==> config.mk <==
export PLATFORM = sky130hd
export DESIGN_NAME = multi_channel_leading_edge_trigger
export DESIGN_NICKNAME = d
export VERILOG_FILES = /design/src/rtl/mlet_pkg.sv /design/src/rtl/mlet_lane.sv /design/src/rtl/mlet_merge.sv /design/src/rtl/multi_channel_leading_edge_trigger.sv
export SDC_FILE = /design/constraint.sdc
export NUM_CORES = 1
export LEC_CHECK = 0
export BUFFER_PORTS_ARGS = -buffer_cell sky130_fd_sc_hd__buf_4
export CAP_MARGIN = 0
export CELL_PAD_IN_SITES_DETAIL_PLACEMENT = 2
export CELL_PAD_IN_SITES_GLOBAL_PLACEMENT = 2
export CORE_AREA = 5 5 190 100
export CTS_BUF_LIST = sky130_fd_sc_hd__clkbuf_4
export DETAILED_ROUTE_END_ITERATION = 10
export DIE_AREA = 0 0 195 105
export GPL_ROUTABILITY_DRIVEN = 0
export GPL_TIMING_DRIVEN = 0
export PLACE_DENSITY_LB_ADDON = 0.1
export SLEW_MARGIN = 20
export SYNTH_ARGS = -nofsm -noshare
export SYNTH_HDL_FRONTEND = slang
export SYNTH_HIERARCHICAL = 1
export SYNTH_SLANG_ARGS = --single-unit
==> constraint.sdc <==
create_clock -name clk -period 4.3 [get_ports clk]
set_clock_uncertainty 0.1 [all_clocks]
set_input_delay 0.43 -clock clk [delete_from_list [all_inputs] [get_ports clk]]
set_output_delay 0.43 -clock clk [all_outputs]
set_load 0.01 [all_outputs]
==> src/rtl/mlet_pkg.sv <==
`timescale 1ns / 1ps
// ----------------------------------------------------------------------------
// mlet_pkg
// Shared types and fixed field widths of the leading-edge trigger.
// ----------------------------------------------------------------------------
package mlet_pkg;

    localparam int NUM_CH    = 6;   // paddles A..E, then beam monitor
    localparam int NUM_PAD   = 5;
    localparam int SAMPLE_W  = 14;
    localparam int TICK_W    = 12;
    localparam int COUNT_W   = 3;
    localparam int IN_DATA_W = 88;  // 84 payload bits, zero-filled to bytes
    localparam int OUT_DATA_W = 24; // 21 payload bits, zero-filled to bytes

    localparam logic [SAMPLE_W-1:0] THRESHOLD_RESET = 14'd8000;

    // Per-request control from the top level to the merge stage
    typedef struct packed {
        logic accept;
        logic start;
        logic last;
    } ctl_t;

    // One result item
    typedef struct packed {
        logic               count_valid;
        logic [COUNT_W-1:0] paddle_count;
        logic [TICK_W-1:0]  edge_tick;
        logic [NUM_CH-1:0]  edge_mask;
    } result_t;

endpackage

==> src/rtl/mlet_lane.sv <==
`timescale 1ns / 1ps
// ----------------------------------------------------------------------------
// mlet_lane
// Edge discriminator of one channel: hysteresis flag and leading-edge flag.
// ----------------------------------------------------------------------------
module mlet_lane #(
    parameter int CMP_W = 14
) (
    input  logic             clk,
    input  logic             rst_n,
    input  logic             accept,
    input  logic             start,
    input  logic [CMP_W-1:0] sample,
    input  logic [CMP_W-1:0] threshold,
    output logic             edge_hit
);

    logic below_reg;
    logic below_next;
    logic is_below;
    logic is_above;

    assign is_below = sample < threshold;
    assign is_above = sample > threshold;

    // A waveform start loads the flag without reporting
    assign edge_hit = !start && !below_reg && is_below;

    always_comb
    begin
        priority if (start)
        begin
            below_next = is_below;
        end
        else if (below_reg)
        begin
            below_next = !is_above;
        end
        else
        begin
            below_next = is_below;
        end
    end

    always_ff @(posedge clk or negedge rst_n)
    begin
        if (!rst_n)
        begin
            below_reg <= 1'b0;
        end
        else if (accept)
        begin
            below_reg <= below_next;
        end
    end

endmodule

==> src/rtl/mlet_merge.sv <==
`timescale 1ns / 1ps
// ----------------------------------------------------------------------------
// mlet_merge
// Combines lane edges: tick counter, paddle hit flags, coincidence count,
// and a two-entry output stage (output register plus skid register).
// ----------------------------------------------------------------------------
module mlet_merge #(
    parameter int WAVE_MAX = 4096
) (
    input  logic                          clk,
    input  logic                          rst_n,
    input  mlet_pkg::ctl_t                ctl,
    input  logic [mlet_pkg::NUM_CH-1:0]   edges,
    output logic                          in_ready,
    output logic                          out_valid,
    input  logic                          out_ready,
    output mlet_pkg::result_t             out_result
);

    localparam int TOP_INT = (WAVE_MAX - 1 < 4095) ? (WAVE_MAX - 1) : 4095;
    localparam logic [mlet_pkg::TICK_W-1:0] TICK_TOP = mlet_pkg::TICK_W'(TOP_INT);

    logic [mlet_pkg::TICK_W-1:0]   tick_reg;
    logic [mlet_pkg::TICK_W-1:0]   tick_next;
    logic [mlet_pkg::NUM_PAD-1:0]  hit_reg;
    logic [mlet_pkg::NUM_PAD-1:0]  hit_next;
    logic [mlet_pkg::NUM_PAD-1:0]  hit_all;
    logic [mlet_pkg::COUNT_W-1:0]  count;
    mlet_pkg::result_t             result;
    mlet_pkg::result_t             out_reg;
    mlet_pkg::result_t             skid_reg;
    logic                          out_valid_reg;
    logic                          skid_valid_reg;
    logic                          take;

    always_comb
    begin
        priority if (ctl.start)
        begin
            tick_next = '0;
        end
        else if (tick_reg < TICK_TOP)
        begin
            tick_next = tick_reg + mlet_pkg::TICK_W'(1);
        end
        else
        begin
            tick_next = tick_reg;
        end
    end

    // Lane edges are already zero on a start slice
    assign hit_all = hit_reg | edges[mlet_pkg::NUM_PAD-1:0];
    assign hit_next = ctl.last ? '0 : hit_all;

    always_comb
    begin
        count = '0;
        for (int i = 0; i < mlet_pkg::NUM_PAD; i++)
        begin
            count = count + mlet_pkg::COUNT_W'(hit_all[i]);
        end
    end

    always_comb
    begin
        result.edge_mask    = edges;
        result.edge_tick    = tick_next;
        result.paddle_count = ctl.last ? count : '0;
        result.count_valid  = ctl.last;
    end

    always_ff @(posedge clk or negedge rst_n)
    begin
        if (!rst_n)
        begin
            tick_reg <= '0;
            hit_reg  <= '0;
        end
        else if (ctl.accept)
        begin
            tick_reg <= tick_next;
            hit_reg  <= hit_next;
        end
    end

    // Output stage: a new request goes to the output register when it is free
    // or drains this cycle, otherwise it parks in the skid register.
    assign take      = out_valid_reg && out_ready;
    assign in_ready  = !skid_valid_reg;
    assign out_valid = out_valid_reg;
    assign out_result = out_reg;

    always_ff @(posedge clk or negedge rst_n)
    begin
        if (!rst_n)
        begin
            out_valid_reg  <= 1'b0;
            skid_valid_reg <= 1'b0;
        end
        else if (ctl.accept)
        begin
            if (!out_valid_reg || take)
            begin
                out_valid_reg <= 1'b1;
            end
            else
            begin
                skid_valid_reg <= 1'b1;
            end
        end
        else if (take)
        begin
            out_valid_reg  <= skid_valid_reg;
            skid_valid_reg <= 1'b0;
        end
    end

    always_ff @(posedge clk)
    begin
        if (ctl.accept)
        begin
            if (!out_valid_reg || take)
            begin
                out_reg <= result;
            end
            else
            begin
                skid_reg <= result;
            end
        end
        else if (take && skid_valid_reg)
        begin
            out_reg <= skid_reg;
        end
    end

    a_skid_needs_out: assert property (@(posedge clk) disable iff (!rst_n)
        skid_valid_reg |-> out_valid_reg)
        else $error("skid register holds a request while output register is empty");

    a_tick_bound: assert property (@(posedge clk) disable iff (!rst_n)
        tick_reg <= TICK_TOP)
        else $error("tick counter beyond its top");

    a_start_restarts: assert property (@(posedge clk) disable iff (!rst_n)
        (ctl.accept && ctl.start) |=> (tick_reg == '0))
        else $error("tick did not restart on waveform start");

    a_end_clears: assert property (@(posedge clk) disable iff (!rst_n)
        (ctl.accept && ctl.last) |=> (hit_reg == '0))
        else $error("paddle hits not cleared at event end");

    a_count_range: assert property (@(posedge clk) disable iff (!rst_n)
        out_valid_reg |-> (out_reg.paddle_count <= mlet_pkg::COUNT_W'(mlet_pkg::NUM_PAD)))
        else $error("paddle count out of range");

endmodule

==> src/rtl/multi_channel_leading_edge_trigger.sv <==
`timescale 1ns / 1ps
// ----------------------------------------------------------------------------
// multi_channel_leading_edge_trigger
// Leading-edge discriminator on six digitizer channels with paddle
// coincidence count at the end of each event.
// ----------------------------------------------------------------------------
// The block takes one time slice (five paddles and the beam monitor) every
// clock while s_tready is high and returns exactly one result per slice. Six
// comparator lanes work on the slice in parallel and a merge stage forms the
// edge mask, tick and paddle count in the same cycle; the result is registered
// in the output or skid register before it reaches the master side. A two-entry
// output stage lets a slice be taken while the previous result still waits;
// s_tready drops only when both entries are full. The threshold may be written
// only while the block is idle.
// ----------------------------------------------------------------------------
module multi_channel_leading_edge_trigger #(
    parameter int SAMPLE_BITS = 14,
    parameter int WAVE_MAX    = 4096
) (
    input  logic                               clk,
    input  logic                               rst_n,
    input  logic                               threshold_wr_en,
    input  logic [mlet_pkg::SAMPLE_W-1:0]      threshold_wr_data,
    input  logic                               s_tvalid,
    output logic                               s_tready,
    // sample_a, sample_b, sample_c, sample_d, sample_e, sample_monitor, zero fill
    input  logic [mlet_pkg::IN_DATA_W-1:0]     s_tdata,
    // waveform_start
    input  logic                               s_tuser,
    // event_end
    input  logic                               s_tlast,
    output logic                               m_tvalid,
    input  logic                               m_tready,
    // edge_mask, edge_tick, paddle_count, zero fill
    output logic [mlet_pkg::OUT_DATA_W-1:0]    m_tdata,
    // count_valid
    output logic                               m_tlast
);

    localparam int CMP_W = (SAMPLE_BITS < mlet_pkg::SAMPLE_W) ? SAMPLE_BITS
                                                               : mlet_pkg::SAMPLE_W;

    logic [mlet_pkg::SAMPLE_W-1:0] threshold_reg;
    logic [mlet_pkg::NUM_CH-1:0]   edges;
    mlet_pkg::ctl_t                ctl;
    mlet_pkg::result_t             result;

    always_ff @(posedge clk or negedge rst_n)
    begin
        if (!rst_n)
        begin
            threshold_reg <= mlet_pkg::THRESHOLD_RESET;
        end
        else if (threshold_wr_en)
        begin
            threshold_reg <= threshold_wr_data;
        end
    end

    assign ctl.accept = s_tvalid && s_tready;
    assign ctl.start  = s_tuser;
    assign ctl.last   = s_tlast;

    for (genvar ch = 0; ch < mlet_pkg::NUM_CH; ch++)
    begin : g_lane
        mlet_lane #(
            .CMP_W (CMP_W)
        ) u_lane (
            .clk       (clk),
            .rst_n     (rst_n),
            .accept    (ctl.accept),
            .start     (ctl.start),
            .sample    (s_tdata[ch*mlet_pkg::SAMPLE_W +: CMP_W]),
            .threshold (threshold_reg[CMP_W-1:0]),
            .edge_hit  (edges[ch])
        );
    end

    mlet_merge #(
        .WAVE_MAX (WAVE_MAX)
    ) u_merge (
        .clk        (clk),
        .rst_n      (rst_n),
        .ctl        (ctl),
        .edges      (edges),
        .in_ready   (s_tready),
        .out_valid  (m_tvalid),
        .out_ready  (m_tready),
        .out_result (result)
    );

    assign m_tdata = {3'b000, result.paddle_count, result.edge_tick, result.edge_mask};
    assign m_tlast = result.count_valid;

endmodule
==> metrics.csv <==
metric,value,unit
area of the multi-input gates,3310,sq um
Comb pwr share,0.387,
period utilisation layout,0.967,
1st-pass router iterations,4,
nature of the critical path endpoint,register,
"Worst Setup Slack, final",0.140,ns
Yosys Warn Count,6,
num rows,34,
Clock transition at path regs,0.15,ns
post-detail-place hpwl,17.7,mm
Sink Count,83,
reg2reg path depth,14,
fin crit period,4.16,ns
Port Buffers,128,
largest net degree at the start of global routing,40,
compound-gate portion of the synthesized area,0.157,
Syn Area/Cell,10.4,sq um
DR vias,5135,
CP arrival,4.30,ns
top cell type's share of synthesized area,0.217,
mux contribution to synthesized area,0.0618,
via-per-instance ratio,5.27,
Finished Cell Area,7600,sq um
Initial Utilization,0.356,
FF/Latch Area,2310,sq um
H-tree levels,3,
synth top area cells,"edfxtp_1, ha_1, dfrtp_1",
"EDFF count, synth",44,
worst min path class,input pin to register,
Leakage,3.66,nW
Worst EP required,4.44,ns
Max Buffers Root-to-Sink,2,
first-pass GRT wire length,33.0,mm
Wirelength per Cell,22.1,um
share of layout cells above drive strength 1,0.341,
endpoints failing setup,0,
switching power,1.04,mW
initial antenna violation count,0,
clk_lat worst skew,0.46,ns
pre-CTS setup slack,0.0758,ns
antenna-violating nets left,0,
Max Slew Vio Count,0,
dominant synthesized flop cell,edfxtp_1,
WHS,0.0676,ns
Ports,136,
Max Cap Viol,0,
simple-gate share of the synthesized area,0.135,
Rel. slew slack,0.495,
post-layout util,0.444,
crit-path max FO,7,
worst slew pin tran,0.758,ns
Total GRT Usage,0.209,
Yosys reg bits,83,
Final Hold Viols,0,
Die H,105,um
cell taking the most area after synthesis,edfxtp_1,
GRT Residual Overflow,0,
count of different cell masters after synthesis,58,
CTS tree,done,
Root Driver,clkbuf_4,
max frequency,240,MHz
crit path kind,register to register,
sequential area share after synthesis,0.378,
status,"finished, final reports clean",
Post-synth ARST share,0.470,
Synth Instances,587,
internal power,1.78,mW
Fillers,1820,
Routed WL,21.5,mm
sequential group share of total power,0.417,
TritonCTS Buffers,9,
area delta synth->final,24.7,%
most instantiated library cell after synthesis,inv_1,
Sw Share,0.369,
number of global-route vias before repair,5740,
Startpoint Class,register,
largest family of logic cells by synthesized area,adder cells,
antenna cells,0,
worst reg2reg setup slack,0.14,ns
XOR/XNOR Fraction of Synth Area,0.00144,
die area,20500,sq um
DRC violations left,0,
die width,195,um
PD cells,372,nW/um^2
Synth top cells by count,"inv_1, ha_1, a21oi_1, edfxtp_1, dfrtp_1",
Max VDD drop,176,uV
Clock power frac,0.196,
drt initial violations,218,
sum of negative setup slack,0,ns
hold depth,1,
fin nets,932,
Post-DP Area,7360,sq um
Post-Synth Adder-Cell Area,0.183,
Core Area,17100,sq um
area of the mapped netlist,6090,sq um
[area by class of cell]
cell class | instances | area share
sequential | 83 | 0.304
clock inverter | 7 | 0.0130
inverter | 99 | 0.0489
clock buffer | 9 | 0.00889
multi-input combinational | 386 | 0.435
timing repair buffer | 135 | 0.134
tap | 234 | 0.0385
buffer | 21 | 0.0178
[per-layer routing]
metal / track usage / wire length [um]
met5: 0 / 0
met3: 0.0389 / 1260
met2: 0.321 / 9380
met4: 0.0423 / 226
met1: 0.308 / 10600
[final timing paths]
kind | startpoint | end
worst max register to register | threshold_reg[5] | u_merge/out_result[19]
max in group asynchronous | rst_n | threshold_reg[3]
worst max-delay path | threshold_reg[5] | u_merge/out_result[19]
worst min-delay path | s_tlast | u_merge/skid_reg[21]
worst min register to register | u_merge/hit_reg[1] | u_merge/hit_reg[1]
min in group asynchronous | rst_n | u_merge/tick_reg[8]
[placed cells by master, fill, tap and decap left out, types with 8 or more instances in the layout]
cell type,instances
a21oi_1,46
nor3_1,8
mux2_2,29
buf_4,140
ha_1,86
o21ai_1,12
clkbuf_4,9
inv_1,99
nand2_1,16
dfrtp_1,31
edfxtp_1,44
nand4_1,14
nor2_1,15
nor2b_1,9
a21o_1,13
nand3_1,16
[through the flow]
stage,power [mW],cells
floorplan,1.79,589
global placement,2.19,951
detailed placement,2.29,951
CTS,2.86,968
global route,3.03,974
finish,2.83,974
[power groups by stage]
stage | combinational, mW | clock, mW | sequential, mW
after global routing | 1.22 | 0.610 | 1.20
after floorplan | 0.615 | 0 | 1.18
after CTS | 1.10 | 0.577 | 1.18
after global placement | 1.00 | 0 | 1.19
final | 1.09 | 0.555 | 1.18
after detailed placement | 1.09 | 0 | 1.20
[logic make-up (layout without fill, tap and decap cells)]
group / after synthesis / after routing
buffers and inverters: 120 / 271
muxes: 33 / 33
AOI/OAI and AO/OA: 129 / 129
other: 1 / 3
adders and majority gates: 88 / 88
and+or+nand+nor: 132 / 132
xor gates and xnor gates: 1 / 1
DFF: 83 / 83
[what timing repair did]
| action | CTS | global route |
|---|---|---|
| buffers inserted | 0 | 6 |
| endpoints found under the hold margin | 33 | 0 |
| resized for setup | 0 | 4 |
| hold buffers | 1 | 0 |
| setup endpoints to repair | 0 | 2 |
[worst max-delay path, stage by stage, from the launching register on]
cell and delay (ns):
dfrtp_1 0.59, inv_1 0.09, ha_1 0.33, and4_4 0.24, o21ai_2 0.06, a311oi_2 0.26, nor3_1 0.19, or2_2 0.33
fa_1 0.54, inv_1 0.06, fa_1 0.42, inv_1 0.08, ha_1 0.21, and2_1 0.16, mux2_2 0.28
Note: power is estimated with default switching activity, not from simulation.
